<file path="src/rmd160_ram.sv">
// Generic RAM: one write port, two registered read ports.
// No dependencies.
module rmd160_ram #(
   parameter int WIDTH = 32,
   parameter int DEPTH = 32
) (
   input  logic                     clock,
   input  logic                     we,
   input  logic [$clog2(DEPTH)-1:0] waddr,
   input  logic [WIDTH-1:0]         wdata,
   input  logic [$clog2(DEPTH)-1:0] raddr_a,
   input  logic [$clog2(DEPTH)-1:0] raddr_b,
   output logic [WIDTH-1:0]         rdata_a,
   output logic [WIDTH-1:0]         rdata_b
);
   logic [WIDTH-1:0] mem_ff [DEPTH];

   always_ff @(posedge clock) begin
      if (we) begin
         mem_ff[waddr] <= wdata;
      end
      rdata_a <= mem_ff[raddr_a];
      rdata_b <= mem_ff[raddr_b];
   end
endmodule

</file>
<file path="config.mk">
export PLATFORM = sky130hd
export DESIGN_NAME = rmd160_ram
export DESIGN_NICKNAME = d
export VERILOG_FILES = /design/src/rmd160_ram.sv
export SDC_FILE = /design/constraint.sdc
export NUM_CORES = 1
export LEC_CHECK = 0
export BUFFER_PORTS_ARGS = -buffer_cell sky130_fd_sc_hd__buf_2
export CAP_MARGIN = 30
export CORE_MARGIN = 5
export CORE_UTILIZATION = 50
export DETAILED_ROUTE_END_ITERATION = 7
export HOLD_SLACK_MARGIN = 0.03
export MAX_ROUTING_LAYER = met4
export PLACE_DENSITY = 0.66
export SKIP_CTS_REPAIR_TIMING = 1
export SYNTH_ARGS = -nofsm -noshare
export SYNTH_HDL_FRONTEND = slang
export SYNTH_SLANG_ARGS = --single-unit
</file>
<file path="constraint.sdc">
create_clock -name clock -period 6.4 [get_ports clock]
set_input_delay 1.28 -clock clock [delete_from_list [all_inputs] [get_ports clock]]
set_output_delay 1.28 -clock clock [all_outputs]
set_load 0.01 [all_outputs]
</file>
---- Word-level counts from Yosys, hierarchy flattened ----
Memories as Yosys holds them, arrays and structs flattened. A register that Yosys moved wholly into a read port is not among the register bits.
Cells that the tools add are included.
storage, ports and cells
  register bits ........................... 0
  bits in writable memories ............... 1,024
  logic and storage cells ................. 3
  memories ................................ 1
memories
  memory  words  width  rd ports  clocked after memory_dff  write ports  RTL line  RTL
  mem_ff  32     32     2         2                         1            16        logic [WIDTH-1:0] mem_ff [DEPTH];
cells by class
  multiplexer cells ....................... 2
operators with widths
  kind     number
  $mux W1  2

---- Logic depth before layout (Yosys ltp) ----
  word-level depth ........................ 2
  depth in mapped cells ................... 8
  gate-level depth less buffers ........... 5

---- Least setup slack after synthesis ----
Ideal clock, no wire load.
  path type ............................... in2reg
  start point ............................. in waddr[1]
  end point ............................... mem mem_ff[12][0], enable pin
  setup time .............................. 0.421 ns
  arrival ................................. 3.293 ns
  setup slack ............................. 2.686 ns
  cell stages on the path ................. 3
  path buffers ............................ 1
  cells stage by stage .................... or3b_2 clkbuf_1 nor2_1
RTL lines
  item         RTL line  RTL
  from (decl)  9         input logic [$clog2(DEPTH)-1:0] waddr,
  to (decl)    16
Straight into the memory's write port.

==> results by group <==
Final layout
  • Post-layout util: 55.88%
  • Share of cells above drive strength 1: 11.63%
  • Final instance area: 0.05572 mm2
  • Layout Nets: 3575
  • Area grow syn2layout: 11.28%

Place
  • Final GP Congestion: 0.8516
  • I/O Buffers: 112
  • Setup WS pre-CTS: 2.507 ns
  • DP Wirelength: slightly above 90000 um
  • Placed inst area: roughly 0.052 mm2

STA
  • Max-slew violation count: 0
  • Final setup TNS: 0 ns
  • RSZ-0062 raised after global routing: false
  • Slew headroom: 18.78%
  • Tmin final: roughly 3.2 ns
  • Worst Tran Pin Value: 1.218 ns
  • Skew final: 0.01912 ns
  • Peak Freq: 0.3085 GHz
  • Crit share post-route: around 51%
  • Final setup viols: 0
  • Final hold viol count: 0
  • Final worst slack: around 3.2 ns

Worst setup path
  • RR Startpoint: mem_ff[7][6]
  • Critical path type: primary input to flop
  • Worst Setup Start Kind: primary input
  • Required time of the critical path: 7.04 ns
  • Reg2reg end: rdata_b[6]
  • Crit-path max FO: ~110
  • CP arrival: 3.88 ns
  • CP Capture Type: flop
  • FF-to-FF path depth: 5
  • Reg2reg setup slack: 4.71 ns

Die
  • Core footprint: about 0.1 mm2
  • IO Pins: approximately 110
  • Die Ht: 326.5 um
  • Chip width: between 300 and 400 um
  • Die area: between 0.1 and 0.15 mm2
  • Starting Density: 50.22%
  • Core Rows: between 100 and 150

Min path
  • Hold Crit Depth: 4
  • Hold Path Sink: rdata_b[20]
  • Hold_sp: mem_ff[24][20]
  • Hold crit path type: flop to flop

Global routing
  • Largest net degree at the start of global routing: 107
  • Antenna violations before repair: 12
  • Gr ovfl total: 0
  • Global-route wire length before repair: 222400 um
  • Total Routing Usage GR: 28.95%
  • Vias in the first global route: 32760

Routing
  • WL per Instance: 31.31 um
  • DRT Pass-1 Iters: 6
  • Starting DRT DRC Count: 4097
  • DRC: 0
  • Vias/cell: 6.599
  • Via count: between 30000 and 40000
  • WL final: 154200 um
  • DRT antenna net count: 0

Clock tree
  • CTS Buf Count: roughly 110
  • TritonCTS clock tree: done
  • Worst-Skew Late Latency: 0.70 ns
  • CTS sink cnt: 1088
  • H-tree depth: 3
  • Clk slew on worst S/H paths: 0.06 ns
  • Max clock buf depth: 3
  • Root Driver: clkbuf_16

Synthesis
  • Cell Area, Synth: 0.05007 mm2
  • Synth Register Bits: 1088
  • Average cell area after synthesis: 14.51 um2
  • Gate Count Post-Synth: 3450
  • Seq/Total Area, Yosys: 63.97%
  • Post-synth cell types: 24
  • YS warnings: 0
  • Syn_nets: 3499

Power
  • VDD IR max: 0.0002065 V
  • Leak: slightly above 20 nW
  • PwrDens: approximately 280 mW/mm2

Outcome
  • Status: completed

Job
  • Max cap viols: 0
==> worst max-delay path: stages <==
cell     delay [ns]
buf_8          0.76
buf_12         0.58
mux2i_1        0.16
a22o_1         0.26
nor3_1         0.33
a31oi_1        0.10
nand3_1        0.10
==> area by class of cell <==
type,instances,area [um2]
fill,7778,43990
sequential,1088,32030
multi-input combinational,2109,16780
clock buffer,143,2917
timing repair buffer,218,1792
tap,1298,1624
clock inverter,61,558.0
antenna,8,20.02
==> placed cells by master, fill, tap and decap left out, types with 3 or more instances in the layout <==
| cell | Yosys | layout |
|---|---|---|
| nor2_4 | 0 | 34 |
| mux2i_1 | 1024 | 1024 |
| clkbuf_8 | 0 | 4 |
| clkinv_1 | 0 | 23 |
| a31oi_1 | 64 | 64 |
| or3b_2 | 3 | 3 |
| a21oi_1 | 192 | 192 |
| clkbuf_16 | 0 | 110 |
| inv_6 | 0 | 4 |
| buf_16 | 0 | 7 |
| edfxtp_1 | 1024 | 1024 |
| buf_12 | 0 | 22 |
| clkbuf_1 | 86 | 29 |
| bufinv_16 | 0 | 8 |
| clkinv_2 | 0 | 20 |
| clkinv_8 | 0 | 3 |
| buf_4 | 47 | 77 |
| nand2_1 | 195 | 193 |
| diode_2 | 0 | 8 |
| a22oi_1 | 192 | 192 |
| nor2b_4 | 0 | 4 |
| nor3_1 | 64 | 64 |
| buf_2 | 70 | 110 |
| a22o_1 | 128 | 128 |
| nand3b_1 | 5 | 5 |
| nand2b_2 | 0 | 4 |
| nand3_1 | 194 | 194 |
| dfxtp_1 | 64 | 64 |
==> registers in the layout (all words and copies together) (netlist names) <==
register / cells
mem_ff: 1024
rdata_a: 32
rdata_b: 32
==> kinds of logic after synthesis <==
logic type	count (synthesis)	synth area share, %
AO/OA/AOI/OAI	576	7.836
buffers and inverters	253	3.129
flip-flops	1088	63.97
multiplexers	1024	20.47
AND/OR/NAND/NOR	509	4.593
==> Yosys cell counts (all sizes together) <==
cell       n  share of area (%)
dfxtp     64                2.6
a31oi     64               0.80
a21oi    192                1.9
nand3b     5              0.075
edfxtp  1024                 61
nor2      35               0.26
nor3      64               0.64
and2       2              0.025
nand2b     4              0.050
buf      163                2.4
mux2i   1024                 20
or3b       3              0.052
or2        2              0.025
or3        1              0.013
clkbuf    90               0.70
nand2    195                1.5
nand3    194                1.9
a22oi    192                2.9
nor2b      4              0.050
a22o     128                2.2
==> worst max-delay path by stage <==
stage / start / to / slack, ns / cells past startpoint
floorplan: waddr[1] / mem_ff[12][0] / 2.69 / 3
global placement: waddr[0] / mem_ff[6][12] / 2.40 / 4
detailed placement: we / mem_ff[3][12] / 2.51 / 4
CTS: we / mem_ff[3][18] / 3.23 / 4
global route: raddr_b[1] / rdata_b[24] / 3.16 / 7
finish: raddr_b[1] / rdata_b[24] / 3.16 / 7
==> report_power, final <==
part | internal, mW | leakage (nW) | switching (mW)
Sequential | 7.92 | 9.76 | 0.0826
Clock | 3.54 | 1.70 | 2.72
Combinational | 0.450 | 9.24 | 0.877
Total | 11.9 | 20.7 | 3.68
==> metrics by stage <==
stage / hold WS [ns] / instances / total power, mW
6_report: 0.6442 / 4925 / 15.58
2_1_floorplan: 0.5788 / 3450 / 8.915
3_3_place_gp: 0.6107 / 4700 / 9.427
3_5_place_dp: 0.6268 / 4710 / 9.454
5_1_grt: 0.6821 / 4924 / 16.01
4_1_cts: 0.6410 / 4914 / 15.61
==> per-layer routing <==
layer	routed length (um)	vias up	track usage [%]
met5	0	-	-
met4	6064	0	10.53
met3	14770	376	4.934
met2	74200	1930	46.57
met1	59170	16440	37.43
li1	-	13760	-
No activity file was read; power rests on OpenSTA's default activity.
