`src/rmd160_pkg.sv`:
```
// Shared types, constants and round tables for the RIPEMD-160 hash engine.
// No dependencies; the queue, front end, back end and top level import this package.
package rmd160_pkg;

   // Block buffer: two slots of sixteen words each
   localparam int WORD_W    = 32;
   localparam int BUF_DEPTH = 32;
   localparam int BUF_AW    = 5;

   // Command queue depth
   localparam int FIFO_DEPTH = 2;

   localparam logic [31:0] IV [5] = '{32'h67452301, 32'hefcdab89, 32'h98badcfe,
                                      32'h10325476, 32'hc3d2e1f0};
   localparam logic [31:0] K_L [5] = '{32'h00000000, 32'h5a827999, 32'h6ed9eba1,
                                       32'h8f1bbcdc, 32'ha953fd4e};
   localparam logic [31:0] K_R [5] = '{32'h50a28be6, 32'h5c4dd124, 32'h6d703ef3,
                                       32'h7a6d76e9, 32'h00000000};
   localparam logic [7:0] PAD_BYTE = 8'h80;

   localparam logic [3:0] SEL_L [80] = '{
      4'd0, 4'd1, 4'd2, 4'd3, 4'd4, 4'd5, 4'd6, 4'd7,
      4'd8, 4'd9, 4'd10, 4'd11, 4'd12, 4'd13, 4'd14, 4'd15,
      4'd7, 4'd4, 4'd13, 4'd1, 4'd10, 4'd6, 4'd15, 4'd3,
      4'd12, 4'd0, 4'd9, 4'd5, 4'd2, 4'd14, 4'd11, 4'd8,
      4'd3, 4'd10, 4'd14, 4'd4, 4'd9, 4'd15, 4'd8, 4'd1,
      4'd2, 4'd7, 4'd0, 4'd6, 4'd13, 4'd11, 4'd5, 4'd12,
      4'd1, 4'd9, 4'd11, 4'd10, 4'd0, 4'd8, 4'd12, 4'd4,
      4'd13, 4'd3, 4'd7, 4'd15, 4'd14, 4'd5, 4'd6, 4'd2,
      4'd4, 4'd0, 4'd5, 4'd9, 4'd7, 4'd12, 4'd2, 4'd10,
      4'd14, 4'd1, 4'd3, 4'd8, 4'd11, 4'd6, 4'd15, 4'd13};
   localparam logic [3:0] SEL_R [80] = '{
      4'd5, 4'd14, 4'd7, 4'd0, 4'd9, 4'd2, 4'd11, 4'd4,
      4'd13, 4'd6, 4'd15, 4'd8, 4'd1, 4'd10, 4'd3, 4'd12,
      4'd6, 4'd11, 4'd3, 4'd7, 4'd0, 4'd13, 4'd5, 4'd10,
      4'd14, 4'd15, 4'd8, 4'd12, 4'd4, 4'd9, 4'd1, 4'd2,
      4'd15, 4'd5, 4'd1, 4'd3, 4'd7, 4'd14, 4'd6, 4'd9,
      4'd11, 4'd8, 4'd12, 4'd2, 4'd10, 4'd0, 4'd4, 4'd13,
      4'd8, 4'd6, 4'd4, 4'd1, 4'd3, 4'd11, 4'd15, 4'd0,
      4'd5, 4'd12, 4'd2, 4'd13, 4'd9, 4'd7, 4'd10, 4'd14,
      4'd12, 4'd15, 4'd10, 4'd4, 4'd1, 4'd5, 4'd8, 4'd7,
      4'd6, 4'd2, 4'd13, 4'd14, 4'd0, 4'd3, 4'd9, 4'd11};
   localparam logic [3:0] ROT_L [80] = '{
      4'd11, 4'd14, 4'd15, 4'd12, 4'd5, 4'd8, 4'd7, 4'd9,
      4'd11, 4'd13, 4'd14, 4'd15, 4'd6, 4'd7, 4'd9, 4'd8,
      4'd7, 4'd6, 4'd8, 4'd13, 4'd11, 4'd9, 4'd7, 4'd15,
      4'd7, 4'd12, 4'd15, 4'd9, 4'd11, 4'd7, 4'd13, 4'd12,
      4'd11, 4'd13, 4'd6, 4'd7, 4'd14, 4'd9, 4'd13, 4'd15,
      4'd14, 4'd8, 4'd13, 4'd6, 4'd5, 4'd12, 4'd7, 4'd5,
      4'd11, 4'd12, 4'd14, 4'd15, 4'd14, 4'd15, 4'd9, 4'd8,
      4'd9, 4'd14, 4'd5, 4'd6, 4'd8, 4'd6, 4'd5, 4'd12,
      4'd9, 4'd15, 4'd5, 4'd11, 4'd6, 4'd8, 4'd13, 4'd12,
      4'd5, 4'd12, 4'd13, 4'd14, 4'd11, 4'd8, 4'd5, 4'd6};
   localparam logic [3:0] ROT_R [80] = '{
      4'd8, 4'd9, 4'd9, 4'd11, 4'd13, 4'd15, 4'd15, 4'd5,
      4'd7, 4'd7, 4'd8, 4'd11, 4'd14, 4'd14, 4'd12, 4'd6,
      4'd9, 4'd13, 4'd15, 4'd7, 4'd12, 4'd8, 4'd9, 4'd11,
      4'd7, 4'd7, 4'd12, 4'd7, 4'd6, 4'd15, 4'd13, 4'd11,
      4'd9, 4'd7, 4'd15, 4'd11, 4'd8, 4'd6, 4'd6, 4'd14,
      4'd12, 4'd13, 4'd5, 4'd14, 4'd13, 4'd13, 4'd7, 4'd5,
      4'd15, 4'd5, 4'd8, 4'd11, 4'd14, 4'd14, 4'd6, 4'd14,
      4'd6, 4'd9, 4'd12, 4'd9, 4'd12, 4'd5, 4'd15, 4'd8,
      4'd8, 4'd5, 4'd12, 4'd9, 4'd12, 4'd5, 4'd14, 4'd6,
      4'd8, 4'd13, 4'd6, 4'd5, 4'd15, 4'd13, 4'd11, 4'd11};

   // Compression command: which buffer slot, and whether it closes the message
   typedef struct packed {
      logic slot;
      logic last_blk;
   } cmd_type;

   // Slot handed back by the compression side
   typedef struct packed {
      logic valid;
      logic slot;
   } release_type;

   function automatic logic [31:0] rotl32(input logic [31:0] v, input logic [3:0] s);
      logic [5:0] rs;
      rs = 6'd32 - {2'b00, s};
      return (v << s) | (v >> rs);
   endfunction

   function automatic logic [31:0] boolfn(input logic [2:0] k, input logic [31:0] x,
                                          input logic [31:0] y, input logic [31:0] z);
      logic [31:0] r;
      unique case (k)
         3'd0:    r = x ^ y ^ z;
         3'd1:    r = (x & y) | (~x & z);
         3'd2:    r = (x | ~y) ^ z;
         3'd3:    r = (x & z) | (y & ~z);
         default: r = x ^ (y | ~z);
      endcase
      return r;
   endfunction

endpackage

```
`src/rmd160_cmd_fifo.sv`:
```
// Two-entry queue of compression commands between front and back.
// Depends on rmd160_pkg.
module rmd160_cmd_fifo
   import rmd160_pkg::*;
(
   input  logic    clock,
   input  logic    reset,
   input  logic    push,
   input  cmd_type push_cmd,
   input  logic    pop,
   output cmd_type head,
   output logic    empty,
   output logic    full
);
   cmd_type    ent_ff [FIFO_DEPTH];
   logic       wptr_ff, wptr_in, rptr_ff, rptr_in;
   logic [1:0] cnt_ff, cnt_in;

   assign head  = ent_ff[rptr_ff];
   assign empty = (cnt_ff == 2'd0);
   assign full  = (cnt_ff == 2'd2);

   // Advance pointers and occupancy
   always_comb begin
      wptr_in = wptr_ff ^ push;
      rptr_in = rptr_ff ^ pop;
      cnt_in  = cnt_ff + {1'b0, push} - {1'b0, pop};
   end

   always_ff @(posedge clock) begin
      if (reset) begin
         wptr_ff <= 1'b0;
         rptr_ff <= 1'b0;
         cnt_ff  <= 2'd0;
      end else begin
         wptr_ff <= wptr_in;
         rptr_ff <= rptr_in;
         cnt_ff  <= cnt_in;
      end
      if (push) begin
         ent_ff[wptr_ff] <= push_cmd;
      end
   end
endmodule

```
`config.mk`:
```
export PLATFORM = sky130hd
export DESIGN_NAME = rmd160_cmd_fifo
export DESIGN_NICKNAME = d
export VERILOG_FILES = /design/src/rmd160_pkg.sv /design/src/rmd160_cmd_fifo.sv
export SDC_FILE = /design/constraint.sdc
export NUM_CORES = 1
export LEC_CHECK = 0
export BUFFER_PORTS_ARGS = -buffer_cell sky130_fd_sc_hd__clkbuf_2
export CAP_MARGIN = 20
export CORE_AREA = 2 2 39 41
export CTS_CLUSTER_DIAMETER = 60
export DETAILED_ROUTE_END_ITERATION = 8
export DIE_AREA = 0 0 41 43
export PLACE_DENSITY = 0.52
export REMOVE_ABC_BUFFERS = 1
export SETUP_SLACK_MARGIN = 0.2
export SLEW_MARGIN = 20
export SYNTH_ARGS = -nofsm -noshare
export SYNTH_HDL_FRONTEND = slang
export SYNTH_SLANG_ARGS = --single-unit
```
`constraint.sdc`:
```
create_clock -name clock -period 3.53 [get_ports clock]
set_clock_uncertainty 0.15 [all_clocks]
set_input_delay 0.353 -clock clock [delete_from_list [all_inputs] [get_ports clock]]
set_output_delay 0.353 -clock clock [all_outputs]
set_load 0.01 [all_outputs]
```
After elaboration in Yosys (flattened, before gate mapping). Memories as Yosys holds them, arrays and structs flattened. A register that Yosys moved wholly into a read port is not among the register bits. Cells that the tools add are included.

Register bits: 4. Bits in writable memories: 4. Input bits: 6. Output and inout bits: 4. Word-level logic and storage cells: 13. Memories: 1.

Memory list: ent_ff (depth 2, bits a word 2, read ports 1, clocked after memory_dff 1, wr ports 1, line rmd160_cmd_fifo.sv:15) `cmd_type ent_ff [FIFO_DEPTH];`.

Add/sub/neg operators: 2. Equal/unequal tests: 1. Mux-type cells: 3. Bitwise gates (word level): 2. Reduce and logical (&&, ||, !) cells: 1.

Operators with widths (number): 1-bit 2-to-1 mux (3); 2-bit by 1-bit adder with 2-bit output (1); 2-bit equality test, second input constant (1); 2-bit logical NOT (1); 2-bit by 1-bit subtractor with 2-bit output (1); 1-bit XOR (2).

Depth between registers and ports, before layout.
Word-level depth: 2. Gate-level depth with buffers: 6. Depth with buffers taken out: 6.

Worst setup path before layout. OpenSTA, ideal clock, no wires.

Kind: register -> register. Start: register cnt_ff[0]. End: register cnt_ff[1]. Setup time: 110 ps. Arrival time: 1031 ps. Data required time: 3270 ps. Setup slack: 2239 ps. Cell stages (with the launch flop): 7. Path buffers: 0. Clock period less this slack: 1291 ps. Path through: dfxtp_1 inv_1 ha_1 inv_1 ha_1 xnor3_1 nor2_1.

Cells in the longest elaborated chain, start to end: 2.

RTL lines: from (decl) (line rmd160_cmd_fifo.sv:17) `logic [1:0] cnt_ff, cnt_in;`; from (signal assigned) (line rmd160_cmd_fifo.sv:38) `cnt_ff <= cnt_in;`; 2-bit by 1-bit adder with 2-bit output (line rmd160_cmd_fifo.sv:27) `cnt_in = cnt_ff + {1'b0, push} - {1'b0, pop};`; 2-bit by 1-bit subtractor with 2-bit output (line rmd160_cmd_fifo.sv:27).

No other way between the ends. A chain may end at the register's enable or synchronous reset.

==> summary.txt <==
Area of the die -> 1760 sq um
DR pass1 iterations -> 4
Filler Cells Inserted -> 149
Pins Over Slew Limit -> 0
Post-layout min period -> 1.60 ns
Pre-CTS setup slack -> 2.08 ns
Post-synth EDFFs -> 4
Unique masters post-synth -> 9
CTS root buf -> clkbuf_4
Worst hold start -> push_cmd[1]
Buffers on Ports -> 9
RD Place Congestion -> 0.664
Via count -> 211
Site Rows -> 14
Power density over the cells -> 547 nW/um^2
Post-Syn Area -> 343 sq um
Total Routing Usage GR -> 7.41%
Worst reg2reg endpoint -> cnt_ff[1]
Pin count of the biggest net entering global routing -> 6
Worst-skew pair later-pin latency -> 0.24 ns
Antenna Cells -> 0
Postcts setup bufs -> 0
Fin. Hold Viols -> 0
Synth async-reset ratio -> 0%
Register bit total from synthesis -> 8
Final setup violating endpoints -> 0
Dpl cell area -> 408 sq um
Top cell type by total area after synthesis -> edfxtp_1
Slew @ Worst Pin -> 0.156 ns
Hold endpoint -> ent_ff[0][1]
CTS tree -> yes
Bufs on Longest Clock Path -> 2
Worst-path clk slew -> 0.06 ns
Clk sink count -> 8
Cell area after layout -> 434 sq um
Status -> finished clean
GRT overflow -> 0
Global-route wire length before repair -> 841 um
Vias in the first global route -> 223
DPL Wire Length -> 415 um
Drt wl/cell -> 9.00 um
Syn_area_per_cell -> 13.7 sq um
Nets@finish -> 49
Area contributors post-synth -> edfxtp_1, dfxtp_1, ha_1, mux2_2, xnor3_1
Area of the multi-input gates -> 131 sq um
Iter 0 DRT Violations -> 5
Die height -> 43 um
Final WS setup -> 1.93 ns
Final Non-Filler Cells -> 54
Startpoint types -> flip-flop
Worst Setup SP -> rptr_ff
Fin crit share -> 45.4%
Rel. slew slack -> 89.5%
Initial antenna violation count -> 0
Sequential area share after synthesis -> 58.4%
Area fraction of the dominant cell type after synthesis -> 35.0%
Post-CTS resize count -> 0
Via-to-Cell Ratio -> 3.91
Starting density of the core -> 24.8%
Area Overhead vs Synth -> 26.6%
Wirelength, routed -> 486 um
Die W -> 41 um
CTS H-Tree Depth -> 1
Hold-fix buffers, CTS -> 0
Boundary Pins -> 10
Cts bufs inserted -> 3
Achievable Freq -> 624 MHz
Reg2Reg Launch Point -> cnt_ff[0]
Layout cells sized above 1 -> 36.8%
DR DRC count -> 0
Reg-to-reg slack, setup -> 2.18 ns
Worst hold stages -> 1
CP Data Required Time -> 3.03 ns
DP Cell Count -> 50
Critical-path maximum fanout -> 3
VDD IR max -> 0.218 mV
Antenna-violating nets left -> 0
Max cap viols -> 0
Most instantiated cells after synthesis -> dfxtp_1, edfxtp_1, ha_1, nor2_1, inv_1
Critical path type -> reg -> out
Yosys warning count -> 0
Fin Setup TNS -> 0 ns
Post-Synthesis Cells -> 25
Synth Flop Type -> edfxtp_1
Core area -> 1380 sq um
Leakage -> 0.000199 uW
Worst min path class -> in -> reg
Setup crit end kind -> primary output
Worst Reg2Reg Path Length in Cells -> 6
Crit path arrival time -> 1.10 ns
RSZ-0062 raised after global routing -> no
Register Area -> 200 sq um
[state kept, by name, indices dropped and copies added (netlist names)]
| signal | count |
|---|---|
| cnt_ff | 2 |
| ent_ff | 4 |
| rptr_ff | 1 |
| wptr_ff | 1 |
[worst max path at each step]
stage	cells after the start	end
after global placement	6	cnt_ff[1]
after floorplan	6	cnt_ff[1]
after detailed placement	6	cnt_ff[1]
after CTS	2	head[1]
after global routing	2	head[1]
final	2	head[1]
[cell families (layout without fill, tap and decap cells)]
| kind of cell | Yosys count | after routing | synth area share, % |
|---|---|---|---|
| buf+inv | 3 | 16 | 3.28 |
| xor+xnor | 2 | 2 | 9.12 |
| fa+ha+maj | 4 | 4 | 14.6 |
| mux | 2 | 2 | 6.57 |
| simple gates | 6 | 6 | 8.03 |
| flops | 8 | 8 | 58.4 |
[metal layers]
layer  vias to the layer above  track usage, %  share of wire [%]
met5                         -               0                  0
met4                         0            6.00                1.4
met3                         2            3.14                6.4
met2                         7            10.9                 51
met1                        95            7.67                 41
li1                        107               -                  -
[worst max-delay path, stage by stage, from the launching register on]
cell	delay, ns
dfxtp_1	0.38
mux2_2	0.35
clkbuf_2	0.12
[cell type report]
class | count | area share [%]
well taps | 16 | 4.61
clock buffers | 4 | 6.05
flip-flops and latches | 8 | 46.1
inverters | 3 | 2.59
multi-input cells | 14 | 30.3
repair buffers | 9 | 10.4
[where the power goes]
part           internal [uW]  switching [uW]  total [uW]
Combinational           29.2            20.8        50.0
Clock                   43.1            29.1        72.2
Sequential               108            6.79         115
Total                    181            56.7         238
[through the flow]
| step | hold WS [ns] | util, % | power, uW |
|---|---|---|---|
| after global placement | 0.381 | 29.5 | 165 |
| after CTS | 0.144 | 31.4 | 241 |
| final | 0.150 | 31.4 | 238 |
| after floorplan | 0.270 | - | 150 |
| after detailed placement | 0.394 | 29.5 | 168 |
| after global routing | 0.138 | 31.4 | 257 |
[cells in the final DEF, fill, tap and decap left out]
master	count
inv_1	3
ha_1	4
xnor3_1	1
edfxtp_1	4
nor2b_1	2
clkbuf_4	3
clkbuf_2	9
mux2_2	2
nor2_1	4
clkbuf_1	1
xnor2_1	1
dfxtp_1	4
Power figures use the tool's default switching activity.
