--- src/rmd160_pkg.sv ---
// Shared types, constants and round tables for the RIPEMD-160 hash engine.
// No dependencies; the queue, front end, back end and top level import this package.
package rmd160_pkg;

   // Block buffer: two slots of sixteen words each
   localparam int WORD_W    = 32;
   localparam int BUF_DEPTH = 32;
   localparam int BUF_AW    = 5;

   // Command queue depth
   localparam int FIFO_DEPTH = 2;

   localparam logic [31:0] IV [5] = '{32'h67452301, 32'hefcdab89, 32'h98badcfe,
                                      32'h10325476, 32'hc3d2e1f0};
   localparam logic [31:0] K_L [5] = '{32'h00000000, 32'h5a827999, 32'h6ed9eba1,
                                       32'h8f1bbcdc, 32'ha953fd4e};
   localparam logic [31:0] K_R [5] = '{32'h50a28be6, 32'h5c4dd124, 32'h6d703ef3,
                                       32'h7a6d76e9, 32'h00000000};
   localparam logic [7:0] PAD_BYTE = 8'h80;

   localparam logic [3:0] SEL_L [80] = '{
      4'd0, 4'd1, 4'd2, 4'd3, 4'd4, 4'd5, 4'd6, 4'd7,
      4'd8, 4'd9, 4'd10, 4'd11, 4'd12, 4'd13, 4'd14, 4'd15,
      4'd7, 4'd4, 4'd13, 4'd1, 4'd10, 4'd6, 4'd15, 4'd3,
      4'd12, 4'd0, 4'd9, 4'd5, 4'd2, 4'd14, 4'd11, 4'd8,
      4'd3, 4'd10, 4'd14, 4'd4, 4'd9, 4'd15, 4'd8, 4'd1,
      4'd2, 4'd7, 4'd0, 4'd6, 4'd13, 4'd11, 4'd5, 4'd12,
      4'd1, 4'd9, 4'd11, 4'd10, 4'd0, 4'd8, 4'd12, 4'd4,
      4'd13, 4'd3, 4'd7, 4'd15, 4'd14, 4'd5, 4'd6, 4'd2,
      4'd4, 4'd0, 4'd5, 4'd9, 4'd7, 4'd12, 4'd2, 4'd10,
      4'd14, 4'd1, 4'd3, 4'd8, 4'd11, 4'd6, 4'd15, 4'd13};
   localparam logic [3:0] SEL_R [80] = '{
      4'd5, 4'd14, 4'd7, 4'd0, 4'd9, 4'd2, 4'd11, 4'd4,
      4'd13, 4'd6, 4'd15, 4'd8, 4'd1, 4'd10, 4'd3, 4'd12,
      4'd6, 4'd11, 4'd3, 4'd7, 4'd0, 4'd13, 4'd5, 4'd10,
      4'd14, 4'd15, 4'd8, 4'd12, 4'd4, 4'd9, 4'd1, 4'd2,
      4'd15, 4'd5, 4'd1, 4'd3, 4'd7, 4'd14, 4'd6, 4'd9,
      4'd11, 4'd8, 4'd12, 4'd2, 4'd10, 4'd0, 4'd4, 4'd13,
      4'd8, 4'd6, 4'd4, 4'd1, 4'd3, 4'd11, 4'd15, 4'd0,
      4'd5, 4'd12, 4'd2, 4'd13, 4'd9, 4'd7, 4'd10, 4'd14,
      4'd12, 4'd15, 4'd10, 4'd4, 4'd1, 4'd5, 4'd8, 4'd7,
      4'd6, 4'd2, 4'd13, 4'd14, 4'd0, 4'd3, 4'd9, 4'd11};
   localparam logic [3:0] ROT_L [80] = '{
      4'd11, 4'd14, 4'd15, 4'd12, 4'd5, 4'd8, 4'd7, 4'd9,
      4'd11, 4'd13, 4'd14, 4'd15, 4'd6, 4'd7, 4'd9, 4'd8,
      4'd7, 4'd6, 4'd8, 4'd13, 4'd11, 4'd9, 4'd7, 4'd15,
      4'd7, 4'd12, 4'd15, 4'd9, 4'd11, 4'd7, 4'd13, 4'd12,
      4'd11, 4'd13, 4'd6, 4'd7, 4'd14, 4'd9, 4'd13, 4'd15,
      4'd14, 4'd8, 4'd13, 4'd6, 4'd5, 4'd12, 4'd7, 4'd5,
      4'd11, 4'd12, 4'd14, 4'd15, 4'd14, 4'd15, 4'd9, 4'd8,
      4'd9, 4'd14, 4'd5, 4'd6, 4'd8, 4'd6, 4'd5, 4'd12,
      4'd9, 4'd15, 4'd5, 4'd11, 4'd6, 4'd8, 4'd13, 4'd12,
      4'd5, 4'd12, 4'd13, 4'd14, 4'd11, 4'd8, 4'd5, 4'd6};
   localparam logic [3:0] ROT_R [80] = '{
      4'd8, 4'd9, 4'd9, 4'd11, 4'd13, 4'd15, 4'd15, 4'd5,
      4'd7, 4'd7, 4'd8, 4'd11, 4'd14, 4'd14, 4'd12, 4'd6,
      4'd9, 4'd13, 4'd15, 4'd7, 4'd12, 4'd8, 4'd9, 4'd11,
      4'd7, 4'd7, 4'd12, 4'd7, 4'd6, 4'd15, 4'd13, 4'd11,
      4'd9, 4'd7, 4'd15, 4'd11, 4'd8, 4'd6, 4'd6, 4'd14,
      4'd12, 4'd13, 4'd5, 4'd14, 4'd13, 4'd13, 4'd7, 4'd5,
      4'd15, 4'd5, 4'd8, 4'd11, 4'd14, 4'd14, 4'd6, 4'd14,
      4'd6, 4'd9, 4'd12, 4'd9, 4'd12, 4'd5, 4'd15, 4'd8,
      4'd8, 4'd5, 4'd12, 4'd9, 4'd12, 4'd5, 4'd14, 4'd6,
      4'd8, 4'd13, 4'd6, 4'd5, 4'd15, 4'd13, 4'd11, 4'd11};

   // Compression command: which buffer slot, and whether it closes the message
   typedef struct packed {
      logic slot;
      logic last_blk;
   } cmd_type;

   // Slot handed back by the compression side
   typedef struct packed {
      logic valid;
      logic slot;
   } release_type;

   function automatic logic [31:0] rotl32(input logic [31:0] v, input logic [3:0] s);
      logic [5:0] rs;
      rs = 6'd32 - {2'b00, s};
      return (v << s) | (v >> rs);
   endfunction

   function automatic logic [31:0] boolfn(input logic [2:0] k, input logic [31:0] x,
                                          input logic [31:0] y, input logic [31:0] z);
      logic [31:0] r;
      unique case (k)
         3'd0:    r = x ^ y ^ z;
         3'd1:    r = (x & y) | (~x & z);
         3'd2:    r = (x | ~y) ^ z;
         3'd3:    r = (x & z) | (y & ~z);
         default: r = x ^ (y | ~z);
      endcase
      return r;
   endfunction

endpackage

--- src/rmd160_if.sv ---


interface rmd160_rsp_if;
   logic        valid;
   logic        ready;
   logic [31:0] digest_word;
   logic [2:0]  word_index;
   logic        last_word;
   modport source (output valid, digest_word, word_index, last_word, input ready);
   modport sink   (input valid, digest_word, word_index, last_word, output ready);
endinterface

--- src/rmd160_back.sv ---
// Compression unit: one double round per cycle over a buffer slot, final
// cross-mix, and the digest words out. Depends on rmd160_pkg.
module rmd160_back
   import rmd160_pkg::*;
(
   input  logic              clock,
   input  logic              reset,
   input  cmd_type           head,
   input  logic              empty,
   output logic              pop,
   output logic [BUF_AW-1:0] raddr_a,
   output logic [BUF_AW-1:0] raddr_b,
   input  logic [31:0]       rdata_a,
   input  logic [31:0]       rdata_b,
   output release_type       rel,
   rmd160_rsp_if.source      rsp_ch
);
   localparam logic [1:0] ST_IDLE = 2'd0;
   localparam logic [1:0] ST_RUN  = 2'd1;
   localparam logic [1:0] ST_MIX  = 2'd2;
   localparam logic [1:0] ST_OUT  = 2'd3;

   logic [1:0]  state_ff, state_in;
   logic [6:0]  rnd_ff, rnd_in;
   logic        slot_ff, slot_in;
   logic        last_ff, last_in;
   logic [2:0]  idx_ff, idx_in;
   logic [31:0] chain_ff [5];
   logic [31:0] chain_in [5];
   logic [31:0] lft_ff [5];
   logic [31:0] lft_in [5];
   logic [31:0] rgt_ff [5];
   logic [31:0] rgt_in [5];

   logic [6:0]  nxt;
   logic        rslot;
   logic [2:0]  grp;
   logic [31:0] tl, tr;

   // Read addresses run one round ahead of the datapath
   always_comb begin
      nxt     = (state_ff != ST_RUN || rnd_ff == 7'd79) ? 7'd0 : rnd_ff + 7'd1;
      rslot   = (state_ff == ST_IDLE) ? head.slot : slot_ff;
      raddr_a = {rslot, SEL_L[nxt]};
      raddr_b = {rslot, SEL_R[nxt]};
   end

   assign grp = rnd_ff[6:4];
   assign tl  = rotl32(lft_ff[0] + boolfn(grp, lft_ff[1], lft_ff[2], lft_ff[3])
                       + rdata_a + K_L[grp], ROT_L[rnd_ff]) + lft_ff[4];
   assign tr  = rotl32(rgt_ff[0] + boolfn(3'd4 - grp, rgt_ff[1], rgt_ff[2], rgt_ff[3])
                       + rdata_b + K_R[grp], ROT_R[rnd_ff]) + rgt_ff[4];

   assign rsp_ch.valid       = (state_ff == ST_OUT);
   assign rsp_ch.digest_word = chain_ff[idx_ff];
   assign rsp_ch.word_index  = idx_ff;
   assign rsp_ch.last_word   = (idx_ff == 3'd4);

   always_comb begin
      state_in = state_ff;
      rnd_in   = rnd_ff;
      slot_in  = slot_ff;
      last_in  = last_ff;
      idx_in   = idx_ff;
      chain_in = chain_ff;
      lft_in   = lft_ff;
      rgt_in   = rgt_ff;
      pop      = 1'b0;
      rel      = '{valid: 1'b0, slot: slot_ff};

      unique case (state_ff)
         ST_IDLE: begin
            // Take the next command and load both lines from the chain
            if (!empty) begin
               pop      = 1'b1;
               slot_in  = head.slot;
               last_in  = head.last_blk;
               rnd_in   = 7'd0;
               lft_in   = chain_ff;
               rgt_in   = chain_ff;
               state_in = ST_RUN;
            end
         end
         ST_RUN: begin
            lft_in[0] = lft_ff[4];
            lft_in[4] = lft_ff[3];
            lft_in[3] = rotl32(lft_ff[2], 4'd10);
            lft_in[2] = lft_ff[1];
            lft_in[1] = tl;
            rgt_in[0] = rgt_ff[4];
            rgt_in[4] = rgt_ff[3];
            rgt_in[3] = rotl32(rgt_ff[2], 4'd10);
            rgt_in[2] = rgt_ff[1];
            rgt_in[1] = tr;
            rnd_in    = rnd_ff + 7'd1;
            if (rnd_ff == 7'd79) begin
               state_in = ST_MIX;
            end
         end
         ST_MIX: begin
            // Cross-mix into the chain and hand the slot back
            chain_in[1] = chain_ff[2] + lft_ff[3] + rgt_ff[4];
            chain_in[2] = chain_ff[3] + lft_ff[4] + rgt_ff[0];
            chain_in[3] = chain_ff[4] + lft_ff[0] + rgt_ff[1];
            chain_in[4] = chain_ff[0] + lft_ff[1] + rgt_ff[2];
            chain_in[0] = chain_ff[1] + lft_ff[2] + rgt_ff[3];
            rel.valid   = 1'b1;
            idx_in      = 3'd0;
            state_in    = last_ff ? ST_OUT : ST_IDLE;
         end
         ST_OUT: begin
            // Hold each word until taken; restore the chain after the fifth
            if (rsp_ch.ready) begin
               idx_in = idx_ff + 3'd1;
               if (idx_ff == 3'd4) begin
                  idx_in   = 3'd0;
                  chain_in = IV;
                  state_in = ST_IDLE;
               end
            end
         end
         default: begin
            state_in = ST_IDLE;
         end
      endcase
   end

   always_ff @(posedge clock) begin
      if (reset) begin
         state_ff <= ST_IDLE;
         idx_ff   <= 3'd0;
         chain_ff <= IV;
      end else begin
         state_ff <= state_in;
         idx_ff   <= idx_in;
         chain_ff <= chain_in;
      end
      rnd_ff  <= rnd_in;
      slot_ff <= slot_in;
      last_ff <= last_in;
      lft_ff  <= lft_in;
      rgt_ff  <= rgt_in;
   end
endmodule

--- src/flat_wrapper.sv ---
// flat-port wrapper written by rule: the top's interface ports become plain ports
module rmd160_back_flat import rmd160_pkg::*;
  (clock, reset, head, empty, pop, raddr_a, raddr_b, rdata_a, rdata_b, rel, rsp_ch_valid, rsp_ch_digest_word, rsp_ch_word_index, rsp_ch_last_word, rsp_ch_ready);
  rmd160_rsp_if rsp_ch_i ();
  input  logic clock;
  input  logic reset;
  input  cmd_type head;
  input  logic empty;
  output logic pop;
  output logic [BUF_AW-1:0] raddr_a;
  output logic [BUF_AW-1:0] raddr_b;
  input  logic [31:0] rdata_a;
  input  logic [31:0] rdata_b;
  output release_type rel;
  output wire logic [$bits(rsp_ch_i.valid)-1:0] rsp_ch_valid;
  output wire logic [$bits(rsp_ch_i.digest_word)-1:0] rsp_ch_digest_word;
  output wire logic [$bits(rsp_ch_i.word_index)-1:0] rsp_ch_word_index;
  output wire logic [$bits(rsp_ch_i.last_word)-1:0] rsp_ch_last_word;
  input wire logic [$bits(rsp_ch_i.ready)-1:0] rsp_ch_ready;
  assign rsp_ch_valid = rsp_ch_i.valid;
  assign rsp_ch_digest_word = rsp_ch_i.digest_word;
  assign rsp_ch_word_index = rsp_ch_i.word_index;
  assign rsp_ch_last_word = rsp_ch_i.last_word;
  assign rsp_ch_i.ready = rsp_ch_ready;
  rmd160_back u_core (.clock(clock), .reset(reset), .head(head), .empty(empty), .pop(pop), .raddr_a(raddr_a), .raddr_b(raddr_b), .rdata_a(rdata_a), .rdata_b(rdata_b), .rel(rel), .rsp_ch(rsp_ch_i));
endmodule
--- config.mk ---
export PLATFORM = sky130hd
export DESIGN_NAME = rmd160_back_flat
export DESIGN_NICKNAME = d
export VERILOG_FILES = /design/src/rmd160_pkg.sv /design/src/rmd160_if.sv /design/src/rmd160_back.sv /design/src/flat_wrapper.sv
export SDC_FILE = /design/constraint.sdc
export NUM_CORES = 2
export LEC_CHECK = 0
export ABC_CLOCK_PERIOD_IN_PS = 20600
export BUFFER_PORTS_ARGS = -buffer_cell sky130_fd_sc_hd__buf_4
export CAP_MARGIN = 5
export CORE_AREA = 2 2 327 329
export DETAILED_ROUTE_END_ITERATION = 8
export DIE_AREA = 0 0 329 331
export PLACE_DENSITY = 0.66
export SLEW_MARGIN = 20
export SYNTH_ARGS = -nofsm -noshare
export SYNTH_HDL_FRONTEND = slang
export SYNTH_SLANG_ARGS = --single-unit
export TNS_END_PERCENT = 50
--- constraint.sdc ---
create_clock -name clock -period 20.6 [get_ports clock]
set_input_delay 1.03 -clock clock [delete_from_list [all_inputs] [get_ports clock]]
set_output_delay 1.03 -clock clock [all_outputs]
set_load 0.005 [all_outputs]
# Word level (Yosys, flattened, before mapping)
# Memories as Yosys holds them, arrays and structs flattened.
# Cells that the tools add are included.
[totals] out_inout_bits=50 romBits=2560 ff_bits=494 n_memories=6 word_cells=162 input_bits=70
[mem_list] name="(no name shown)" depth=128 word_bits=4 read_ports=1 rd_clocked_by_memory_dff=0 wr=0 line="rmd160_back.sv:52" text="+ rdata_b + K_R[grp], ROT_R[rnd_ff]) + rgt_ff[4];"
[mem_list] name="(no name shown)" depth=128 word_bits=4 read_ports=1 rd_clocked_by_memory_dff=0 wr=0 line="rmd160_back.sv:50" text="+ rdata_a + K_L[grp], ROT_L[rnd_ff]) + lft_ff[4];"
[mem_list] name="(no name shown)" depth=128 word_bits=4 read_ports=1 rd_clocked_by_memory_dff=0 wr=0 line="rmd160_back.sv:44" text="raddr_a = {rslot, SEL_L[nxt]};"
[mem_list] name="(no name shown)" depth=128 word_bits=4 read_ports=1 rd_clocked_by_memory_dff=0 wr=0 line="rmd160_back.sv:45" text="raddr_b = {rslot, SEL_R[nxt]};"
[mem_list] name="(no name shown)" depth=8 word_bits=32 read_ports=1 rd_clocked_by_memory_dff=0 wr=0 line="rmd160_back.sv:52"
[mem_list] name="(no name shown)" depth=8 word_bits=32 read_ports=1 rd_clocked_by_memory_dff=0 wr=0 line="rmd160_back.sv:50"
[classes] shifts=4 n_lt_le_gt_ge=4 bitwise_logic=39 n_mux=39 n_reduce_logical=11 addsub=23 n_eq_ne=16
[ops] op="$pmux W160 S2" count=3
[ops] op="$add A32 B32 Y32" count=18
[ops] op="$mux W160" count=3
[ops] op="$or A32 B32 Y32" count=10
[ops] op="$and A32 B32 Y32" count=8
[ops] op="$pmux W32 S4" count=2
[ops] op="$xor A32 B32 Y32" count=8
[ops] op="$mux W32" count=6
[ops] op="$not A32 Y32" count=6
[ops] op="$bmux W32 S3" count=1
[ops] op="$or A32 B10 Y32" count=2
[ops] op="$shl A32 B4 Y32" count=2
[ops] op="$shr A32 B6 Y32" count=2
[ops] op="$mux W4" count=8
[ops] op="$ge A8 B8 Y1 const B" count=2
[ops] op="$not A7 Y8" count=2
[ops] op="$mux W7" count=2
[ops] op="$pmux W7 S2" count=1
[ops] op="$eq A3 B2 Y1 const B" count=4
[ops] op="$sub A6 B4 Y6 const A" count=2
[ops] op="$mux W2" count=5
[ops] op="$ge A4 B4 Y1 const B" count=2
[ops] op="$ne A2 B1 Y1 const B" count=4
[ops] op="$not A3 Y4" count=2
[ops] op="other kinds (21)" count=31

# Longest topological paths before layout
[logic_depth] word_depth=11 ltp_mapped=46 mapped_depth_nobuf=42

# Worst setup path before layout
# OpenSTA, ideal clock, no wires.
[synth_timing] path_type="in2reg" startpoint="input port empty" endpoint="register u_core.state_ff[0]" arrival_ps=18493 t_required_ps=20475 slack_ps=1982 cell_stages=3 setup_time_ps=125 n_path_buf=0 cell_sequence="a21oi_1 o21ai_0 a21oi_1"
[synth_via] elab_chain_cells=2
[synth_rtl] item="start: declaration" line="flat_wrapper.sv:8" text="input logic empty;"
[synth_rtl] item="$ne A2 B2 Y1 (no line)"
[synth_rtl] item="$reduce_and A4 Y1 (no line)"
[synth_rtl] item="end signal: assignment" line="rmd160_back.sv:134" text="state_ff <= state_in;"
[synth_rtl] item="end: declaration" line="rmd160_back.sv:23" text="logic [1:0] state_ff, state_in;"
# No other way between the ends.
# A chain may end at the register's enable or synchronous reset.

==> impl_metrics.tcl <==
set metrics [dict create \
    cts_tree "built" \
    min_path_type "flip-flop to flip-flop" \
    final_max_slew_viol_count 0 \
    drc 0 \
    relSlewSlack_pct 11.6 \
    synth.ff_latch_count 494 \
    wire_per_inst_um 30.7 \
    critPathArrivalTime_ps 13620 \
    detailed_place_hpwl_mm 183 \
    die_h_um 331 \
    die_w_um 329 \
    die_area_um2 109000 \
    tns_ps 0 \
    tightest_slew_ps 1330 \
    r2r_slack_ps 7340 \
    seqCellArea_um2 13200 \
    slowest_stage "o21ai_0" \
    first_iter_violations 7592 \
    num_vias 50000 \
    multi_input_comb_area_um2 36400 \
    drtPass1Iterations 9 \
    cts_buffers 59 \
    drive_gt1_share_pct 6.90 \
    cpLargestDelayFamily "compound AO/OA/AOI/OAI gates" \
    synth_top_area_share_pct 18.8 \
    synth_compound_area_share_pct 22.3 \
    io_pins 120 \
    synthXorXnorAreaFrac_pct 7.09 \
    holdPathEnd "u_core.chain_ff[57]$_SDFFE_PP0P_" \
    critPathMaxFanout 52 \
    antenna_found_initial 9 \
    hold_viol_final 0 \
    skew_ps 44.4 \
    max_cap_violations 0 \
    holdBufCountCts 0 \
    core-area_um2 105000 \
    hp-start "u_core.chain_ff[57]$_SDFFE_PP0P_" \
    path_buf_inv 5 \
    syn_inst 6199 \
    grt_util_all_layers_pct 42.1 \
    globalplace.congestion 1.05 \
    ant_nets 0 \
    vias_per_cell 6.60 \
    critical_path_depth 35 \
    cts_buffer_depth 3 \
    synth_edf_count 329 \
    syn-cell-area_um2 52400 \
    max_freq_mhz 75.4 \
    grt_pass1_vias 46500 \
    routed_wl_mm 233 \
    synth_top_family_by_area "compound AO/OA/AOI/OAI gates" \
    worst_skew_pair.late_latency_ps 680 \
    status "completed" \
    post_cts_buffers 0 \
    cts_resized 0 \
    initial_core_util_pct 50.0 \
    grt_max_degree 89 \
    clk_pin_slew_worst_paths_ps 60 \
    startpoint_type "flip-flop" \
    synth-adder-area-share_pct 19.6 \
    synthMuxAreaShare_pct 4.72 \
    ys.flop_type "edfxtp_1" \
    yosys.area_share.simple_pct 15.6 \
    filler_cell_count 9885 \
    holdPathStages 2 \
    timing.rr.start "u_core.rnd_ff[6]$_SDFFCE_PN0P_" \
    yosys.area.top_type "edfxtp_1" \
    num_rows 119 \
    critPathRequiredTime_ps 20950 \
    synthToLayoutAreaGrowth_pct 7.88 \
    min_period_ps 13260 \
    synth_seq_area_share_pct 25.1 \
    setup_viol 0 \
    port_buffers 119 \
    critical_path_class "flip-flop to flip-flop" \
    avgSynthCellArea_um2 8.46 \
    syn_nets 6920 \
    ys_types 99 \
    max_stage_delay_ps 860 \
    rsz0062_at_grt "no" \
    synthArstFlopShare_pct 0 \
    cts_sinks 494 \
    grt_overflow 0 \
    r2r_cells 35 \
    fin_crit_sh_pct 64.4 \
    cts_root_buf "clkbuf_16" \
    nNetsFinal 6862 \
    ys.warnings.count 0 \
    htreeDepth 2 \
    synth_area_leaders "edfxtp_1, fa_1, ha_1" \
    worstSetupEndpointType "flip-flop" \
    r2r-end "u_core.rgt_ff[126]$_DFFE_PP_" \
    grt_pass1_wl_mm 332 \
]
## state kept, by name (all words and copies together) (netlist names)
name                      cells
u_core.rgt_ff               160
u_core.rsp_ch.word_index      3
u_core.last_ff                1
u_core.slot_ff                1
u_core.lft_ff               160
u_core.chain_ff             160
u_core.state_ff               2
u_core.rnd_ff                 7
## worst max-delay path by stage
stage / slack, ps / start / to
2_1_floorplan: 1980 / empty / u_core.state_ff[0]$_SDFFE_PP0P_
3_3_place_gp: 7530 / u_core.rnd_ff[6]$_SDFFCE_PN0P_ / u_core.rgt_ff[126]$_DFFE_PP_
3_5_place_dp: 7540 / u_core.rnd_ff[6]$_SDFFCE_PN0P_ / u_core.rgt_ff[126]$_DFFE_PP_
4_1_cts: 7450 / u_core.rnd_ff[6]$_SDFFCE_PN0P_ / u_core.rgt_ff[126]$_DFFE_PP_
5_1_grt: 6970 / u_core.rnd_ff[6]$_SDFFCE_PN0P_ / u_core.rgt_ff[126]$_DFFE_PP_
6_report: 7340 / u_core.rnd_ff[6]$_SDFFCE_PN0P_ / u_core.rgt_ff[126]$_DFFE_PP_
## tightest hold or removal path: cells and delay by family (launching register included)
kind               cells  cell delay, ps
AOI/OAI and AO/OA      1              60
DFF                    1             340
and+or+nand+nor        1              70
## cells by family (layout without fill, tap and decap cells)
family,after synthesis,in the layout
mux,191,191
flops,494,494
buf+inv,763,756
compound gates,1821,1821
fa+ha+maj,651,651
simple gates,1857,1857
other cells,0,2
xor+xnor,422,422
## cell type report
cell class | count | area share [%]
multi-input cells | 4942 | 64.4
flip-flops and latches | 494 | 23.3
well taps | 1391 | 3.08
clock buffers | 87 | 3.03
inverters | 449 | 2.98
repair buffers | 195 | 2.59
clock inverters | 25 | 0.602
diodes | 2 | 0.00885
## cell usage after synthesis, types with 77 or more instances
cell type,instances
ha_1,367
xnor2_1,232
o22ai_1,147
mux2i_1,126
nand3_1,77
nor3_1,85
nor2_1,373
o21ai_0,494
nand2b_1,106
dfxtp_1,165
nor2b_1,99
xor2_1,188
inv_1,440
nand2_1,955
clkbuf_1,232
a21oi_1,395
fa_1,284
edfxtp_1,329
a21o_1,135
## cell usage in the layout (no fill, tap or decap), drive strengths merged, types with 85 or more instances in the layout
| cell | n |
|---|---|
| o21ai | 501 |
| nand2 | 956 |
| clkbuf | 87 |
| edfxtp | 329 |
| nor2 | 373 |
| fa | 284 |
| xnor2 | 232 |
| nor2b | 99 |
| dfxtp | 165 |
| nand2b | 106 |
| inv | 451 |
| a21oi | 395 |
| a21o | 135 |
| o22ai | 147 |
| buf | 195 |
| mux2i | 126 |
| nor3 | 85 |
| xor2 | 189 |
| ha | 367 |
## routing by layer
layer,wire length (um),GRT usage [%],share of wire [%],vias to the layer above
met5,81,0,0.035,-
met1,89800,56.5,39,24100
met2,97200,61.5,42,3286
met4,17200,25.4,7.4,12
met3,28800,10.3,12,615
li1,-,-,-,22000
## stage by stage
| step | hold slack, ps | area (um^2) | worst slack [ps] | util (%) | cells |
|---|---|---|---|---|---|
| final | 516 | 56600 | 7340 | 53.9 | 7585 |
| after global routing | 552 | 56600 | 6970 | 53.9 | 7583 |
| after CTS | 509 | 56600 | 7450 | 53.9 | 7583 |
| after detailed placement | 497 | 54500 | 7540 | 51.9 | 7471 |
| after global placement | 499 | 54500 | 7530 | 51.9 | 7471 |
| after floorplan | 463 | 52400 | 1980 | - | 6199 |
Power is not shown: default switching activity piles up to over one toggle a cycle in this logic, so the estimate is an artifact.
